File: src/design/cwb_pkg.sv
// cwb_pkg: shared types and constants for the collider world bounds pipeline.
// No dependencies; imported by every cwb module and the top level.
package cwb_pkg;

    localparam int COORD_W  = 24;  // Q16.8 signed coordinate
    localparam int EXT_W    = 23;  // Q15.8 unsigned half extent
    localparam int MARGIN_W = 16;
    localparam int MAT_W    = 34;  // matrix entry, signed Q.28
    localparam int RC_W     = 32;  // rotated center after rounding
    localparam int RAD_W    = 30;  // box half-width after rounding
    localparam int Q_FRAC   = 28;

    localparam logic signed [COORD_W-1:0] COORD_MAX = 24'sh7FFFFF;
    localparam logic signed [COORD_W-1:0] COORD_MIN = 24'sh800000;
    localparam logic signed [MAT_W-1:0]   ONE_Q28   = 34'sh010000000;

    // Per-item data that rides along the pipeline next to the math.
    typedef struct packed {
        logic                           shape_kind;  // 0 box, 1 sphere
        logic                           body_live;
        logic [2:0][COORD_W-1:0]        pos;
        logic [2:0][COORD_W-1:0]        ctr;
        logic [2:0][EXT_W-1:0]          ext;
    } t_side;

endpackage

File: src/design/cwb_bound.sv
// cwb_bound: final stage, adds position and rotated center, then radius and margin each way, then saturates.
// Dead bodies get the inverted empty box. Depends on cwb_pkg.
module cwb_bound
    import cwb_pkg::*;
(
    input  logic                      i_clk,
    input  logic                      i_rst_n,
    input  logic                      i_vld,
    input  logic signed [RC_W-1:0]    i_rc [3],
    input  logic [RAD_W-1:0]          i_rad [3],
    input  t_side                     i_side,
    input  logic [MARGIN_W-1:0]       i_margin,
    output logic                      o_done,
    output logic                      o_box_valid,
    output logic signed [COORD_W-1:0] o_min [3],
    output logic signed [COORD_W-1:0] o_max [3]
);

    localparam int S_W = RC_W + 2;

    logic signed [S_W-1:0]     p [3];
    logic signed [S_W-1:0]     rad [3];
    logic signed [S_W-1:0]     lo [3];
    logic signed [S_W-1:0]     hi [3];
    logic signed [S_W-1:0]     mg;
    logic signed [COORD_W-1:0] n_min [3];
    logic signed [COORD_W-1:0] n_max [3];
    logic signed [COORD_W-1:0] r_min [3];
    logic signed [COORD_W-1:0] r_max [3];
    logic                      r_done;
    logic                      r_live;

    function automatic logic signed [COORD_W-1:0] sat(input logic signed [S_W-1:0] v);
        if (v > S_W'(COORD_MAX)) begin
            return COORD_MAX;
        end else if (v < S_W'(COORD_MIN)) begin
            return COORD_MIN;
        end
        return COORD_W'(v);
    endfunction

    assign mg = S_W'(i_margin);

    always_comb begin
        for (int i = 0; i < 3; i++) begin
            p[i]   = S_W'($signed(i_side.pos[i])) + S_W'(i_rc[i]);
            rad[i] = i_side.shape_kind ? S_W'(i_side.ext[0]) : S_W'(i_rad[i]);
            lo[i]  = p[i] - rad[i] - mg;
            hi[i]  = p[i] + rad[i] + mg;
            if (i_side.body_live) begin
                n_min[i] = sat(lo[i]);
                n_max[i] = sat(hi[i]);
            end else begin
                n_min[i] = COORD_MAX;
                n_max[i] = COORD_MIN;
            end
        end
    end

    always_ff @(posedge i_clk) begin
        if (!i_rst_n) begin
            r_done <= 1'b0;
        end else begin
            r_done <= i_vld;
        end
        r_live <= i_side.body_live;
        r_min  <= n_min;
        r_max  <= n_max;
    end

    assign o_done      = r_done;
    assign o_box_valid = r_live;
    assign o_min       = r_min;
    assign o_max       = r_max;

endmodule

File: config.mk
export PLATFORM = sky130hd
export DESIGN_NAME = cwb_bound
export DESIGN_NICKNAME = d
export VERILOG_FILES = /design/src/design/cwb_pkg.sv /design/src/design/cwb_bound.sv
export SDC_FILE = /design/constraint.sdc
export NUM_CORES = 1
export LEC_CHECK = 0
export ABC_AREA = 0
export BUFFER_PORTS_ARGS = -buffer_cell sky130_fd_sc_hd__buf_2
export CORE_AREA = 2 2 218 220
export CTS_CLUSTER_SIZE = 16
export DETAILED_ROUTE_END_ITERATION = 12
export DIE_AREA = 0 0 220 222
export PLACE_DENSITY = 0.8
export SLEW_MARGIN = 20
export SYNTH_ARGS = -nofsm -noshare
export SYNTH_HDL_FRONTEND = slang
export SYNTH_SLANG_ARGS = --single-unit
File: constraint.sdc
create_clock -name i_clk -period 9.6 [get_ports i_clk]
set_input_delay 0.48 -clock i_clk [delete_from_list [all_inputs] [get_ports i_clk]]
set_output_delay 0.48 -clock i_clk [all_outputs]
set_load 0.01 [all_outputs]
# Word-level counts from Yosys, hierarchy flattened
# Cells that the tools add are included.
# word_totals
register_bits,146
latchBits,0
ram_bits,0
rom_bits,0
input_bits,420
output_inout_bits,146
elab_cells,74
memories,0
# classes
addsub,15
mul,0
div_mod_pow,0
n_lt_le_gt_ge,12
n_eq_ne,0
shift,0
mux,39
n_bitwise,0
n_reduce_logical,0
# op_table
cell,count
$mux 24,18
$gt 34x24->1 const B,6
$lt 34x24->1 const B,6
$add 33x31->34,3
$add 34x17->34,3
$sub 33x31->34,3
$sub 34x17->34,3
$add 24x32->33,3
$mux 30,3
$mux 1,18

# Longest topological paths before layout
# logic_depth
ltp_word,8
ltp_mapped,29
depth_no_buf,27

# Least setup slack after synthesis
# No wires, ideal clock.
# synth_path
path_type,input port to flip-flop
from,in i_rc[32] (netlist name)
to,reg r_max (netlist bit o_max[24])
setup_time_ps,114
arrival_time_ps,5693
t_required_ps,9486
slack_ps,3793
path_stages,25
cell_sequence,ha_1 fa_1 a211oi_1 nor2_1 o31a_1 nor3_1 o21ai_0 a41o_1 a21oi_1 nor2_1 a21o_1 a221oi_1 ha_1 ha_1 a21o_1 a21oi_1 o21ai_0 a41o_1 mux2i_1 a2111oi_0 o2111ai_1 nor3_1 nor4b_4 buf_2 a21o_1
# synth_between
elab_chain_cells,8
elab_cells_between_ends,10
cone_classes,add/sub (3); order compare (2); mux (5)
# synth_lines
item,line_no,source
from (decl),cwb_bound.sv:9,"input logic signed [RC_W-1:0] i_rc [3],"
$add 24x32->33 (*),cwb_bound.sv:46,p[i] = S_W'($signed(i_side.pos[i])) + S_W'(i_rc[i]);
$add 33x31->34 (*),cwb_bound.sv:49,hi[i] = p[i] + rad[i] + mg;
$add 34x17->34 (*),cwb_bound.sv:49,
$lt 34x24->1,cwb_bound.sv:36,end else if (v < S_W'(COORD_MIN)) begin
$mux 1,cwb_bound.sv:36,
$mux 1,cwb_bound.sv:34,if (v > S_W'(COORD_MAX)) begin
$mux 1,cwb_bound.sv:50,if (i_side.body_live) begin
$mux 24 (*),cwb_bound.sv:39,return COORD_W'(v);
to (signal assigned),cwb_bound.sv:68,r_max <= n_max;
to (decl),cwb_bound.sv:29,logic signed [COORD_W-1:0] r_max [3];
# Mark *: on every way between the ends. The rest lies on a longest branch, timed or not. The select of a mux whose other input is x is not followed.
# A chain may end at the register's enable or synchronous reset.

# Final worst setup path
# layout_path
from,in i_rc[0] (netlist name)
to,reg r_min (netlist bit o_min[9])
# layout_between
elab_chain_cells,8
elab_cells_between_ends,10
cone_classes,add/sub (3); order compare (2); mux (5)
# layout_lines
item,line_no,source
$add 24x32->33 (*),cwb_bound.sv:46,
$sub 33x31->34 (*),cwb_bound.sv:48,lo[i] = p[i] - rad[i] - mg;
$sub 34x17->34 (*),cwb_bound.sv:48,
$lt 34x24->1,cwb_bound.sv:36,
$mux 1,cwb_bound.sv:36,
$mux 1,cwb_bound.sv:34,
$mux 1,cwb_bound.sv:50,
$mux 24 (*),cwb_bound.sv:39,
to (signal assigned),cwb_bound.sv:67,r_min <= n_min;
to (decl),cwb_bound.sv:28,logic signed [COORD_W-1:0] r_min [3];
# Marked as above.

==> results.sh <==
export IMPL_yosys_top_cells_count="431 x inv_1, 363 x ha_1, 266 x a21oi_1, 218 x o21ai_0, 164 x a21o_1"
export IMPL_fillers=4448
export IMPL_slowest_stage="o41ai_4"
export IMPL_max_cap_violations=0
export IMPL_htreeDepth=4
export IMPL_path_clk_slew_ns=0.07
export IMPL_cts_tree="yes"
export IMPL_hpwl_um=68800
export IMPL_drive_gt1_frac=0.156
export IMPL_cts_hold_buf=0
export IMPL_syn_area_um2=23600
export IMPL_die_w_um=220
export IMPL_ys_seq_area_frac=0.124
export IMPL_cellLeakagePower_nw=13.9
export IMPL_synth_edff_count=0
export IMPL_rsz0062_at_grt="false"
export IMPL_synth_warnings=0
export IMPL_worstPathArrival_ns=7.35
export IMPL_cts_sinks=146
export IMPL_gp_congestion=0.991
export IMPL_powerDensity_nw_per_um2=228
export IMPL_required_ns=9.96
export IMPL_grt_usage=0.325
export IMPL_synth_area_leaders="ha_1 19%, dfxtp_1 12%, fa_1 8.7%"
export IMPL_grt_overflow_total=0
export IMPL_numCtsBuffers=17
export IMPL_drtPass1Iterations=5
export IMPL_via_per_inst=5.79
export IMPL_hp_class="input pin to flip-flop"
export IMPL_core_area_um2=46300
export IMPL_status="complete, no violations"
export IMPL_antenna_left=0
export IMPL_first_global_vias=22100
export IMPL_synth_cells=3031
export IMPL_synth_top_area_frac=0.193
export IMPL_cts_resized=0
export IMPL_ys_async_sr_fraction=0
export IMPL_postCtsSetupBuffers=0
export IMPL_ios=566
export IMPL_slowest_delay_ns=0.93
export IMPL_path_buf_inv=2
export IMPL_fin_ws_ns=2.61
export IMPL_tightest_slew_ns=1.05
export IMPL_grt_max_degree=50
export IMPL_critPathTopFamily="compound AO/OA/AOI/OAI gates"
export IMPL_place_ws_ns=2.34
export IMPL_vdd_drop_max_uv=179
export IMPL_setup_violations=0
export IMPL_slew_limit_headroom=0.301
export IMPL_grt_pass1_wl_um=121000
export IMPL_synth_net_count=3916
export IMPL_fmax_mhz=143
export IMPL_ys_types=86
export IMPL_drcViolationCount=0
export IMPL_clock_path_buffers=2
export IMPL_syn_to_final_growth_pct=14.4
export IMPL_clock_root_buffer="clkbuf_16"
export IMPL_critPathKind="input pin to flip-flop"
export IMPL_hold_viol_final=0
export IMPL_fin_crit_sh=0.728
export IMPL_critPathCaptureType="flip-flop"
export IMPL_drv_slew=0
export IMPL_start_util=0.509
export IMPL_drtIter0Drc=1813
export IMPL_numPortBuffers=447
export IMPL_wl_per_cell_um=19.9
export IMPL_dr_total_vias=23500
export IMPL_final_nets=4326
export IMPL_finalPower_mw=6.15
export IMPL_drt_total_wl_um=81000
export IMPL_yosys_register_bits=146
export IMPL_synth_most_common_cell="inv_1"
export IMPL_die_area_um2=48800
export IMPL_placement_rows=79
export IMPL_ys_flop_type="dfxtp_1"
export IMPL_synth_top_cell_by_area="ha_1"
export IMPL_start_kind="input pin"
export IMPL_die_h_um=222
export IMPL_antenna_found_initial=9
export IMPL_crit_fanout=13
export IMPL_post_route_min_period_ns=6.99
export IMPL_finalSetupTns_ns=0
export IMPL_syn_area_per_cell_um2=7.77
layout by cell type (no fill, tap or decap), drive strengths merged, types with 22 or more instances in the layout:
cell type | netlist | layout
buf | 15 | 453
inv | 431 | 437
ha | 363 | 363
a21oi | 266 | 266
o21ai | 239 | 239
a21o | 164 | 164
nand2 | 153 | 153
dfxtp | 146 | 146
nor2 | 145 | 145
xnor2 | 130 | 130
xor2 | 112 | 112
fa | 102 | 102
o21a | 85 | 85
nor3 | 68 | 68
nand3 | 66 | 66
nor2b | 48 | 48
o21bai | 38 | 38
nand2b | 38 | 38
nand4 | 33 | 33
a211oi | 33 | 33
and3 | 31 | 31
o211ai | 24 | 24
a31oi | 22 | 22
or3 | 22 | 22
per-layer routing:
layer | GRT usage | part of all wire | wire length (µm) | vias up
met5 | 0 | 0.00033 | 27 | -
met4 | 0.124 | 0.036 | 2880 | 4
met3 | 0.0664 | 0.082 | 6670 | 148
met2 | 0.527 | 0.45 | 36600 | 1003
met1 | 0.422 | 0.43 | 34800 | 10900
li1 | - | - | - | 11500
path summary, 6_finish.rpt:
path     from       end  slack [ns]  cells past startpoint
max   i_rc[0]  o_min[9]        2.61                     25
min     i_vld    o_done        0.18                      2
cell type report:
| class | count | area, µm² | share of cell area |
|---|---|---|---|
| tap | 607 | 759 | 0.0282 |
| multi-input combinational | 2392 | 18800 | 0.697 |
| timing repair buffer | 453 | 2280 | 0.0847 |
| clock inverter | 14 | 145 | 0.00538 |
| inverter | 431 | 1620 | 0.0600 |
| antenna | 5 | 12.5 | 0.000464 |
| sequential | 146 | 2920 | 0.108 |
| clock buffer | 18 | 439 | 0.0163 |
sequential cells by signal, indices dropped and copies added (netlist names):
register     count
o_box_valid      1
o_done           1
o_max           72
o_min           72
power breakdown:
| group | total (mW) | internal [mW] | leakage, nW | switching, mW |
|---|---|---|---|---|
| logic | 4.58 | 1.80 | 12.4 | 2.78 |
| clock network | 0.693 | 0.370 | 0.278 | 0.323 |
| registers | 0.886 | 0.810 | 1.22 | 0.0767 |
cells by family after synthesis:
kind of cell | Yosys count | synth area share
AOI/OAI and AO/OA | 1016 | 0.282
DFF | 146 | 0.124
and+or+nand+nor | 656 | 0.138
buffers and inverters | 493 | 0.0807
xor gates and xnor gates | 242 | 0.0903
muxes | 13 | 0.00563
adders and majority gates | 465 | 0.279
per-stage QoR:
stage                     std cells  area (µm²)   util  hold WS, ns
after global placement         4029       26300  0.569        0.680
after detailed placement       4029       26300  0.569        0.683
after CTS                      4061       26900  0.582        0.149
after global routing           4062       27000  0.583        0.176
final                          4066       27000  0.583        0.180
after floorplan                3031       23600      -        0.508
No activity file was read; power rests on OpenSTA's default activity.
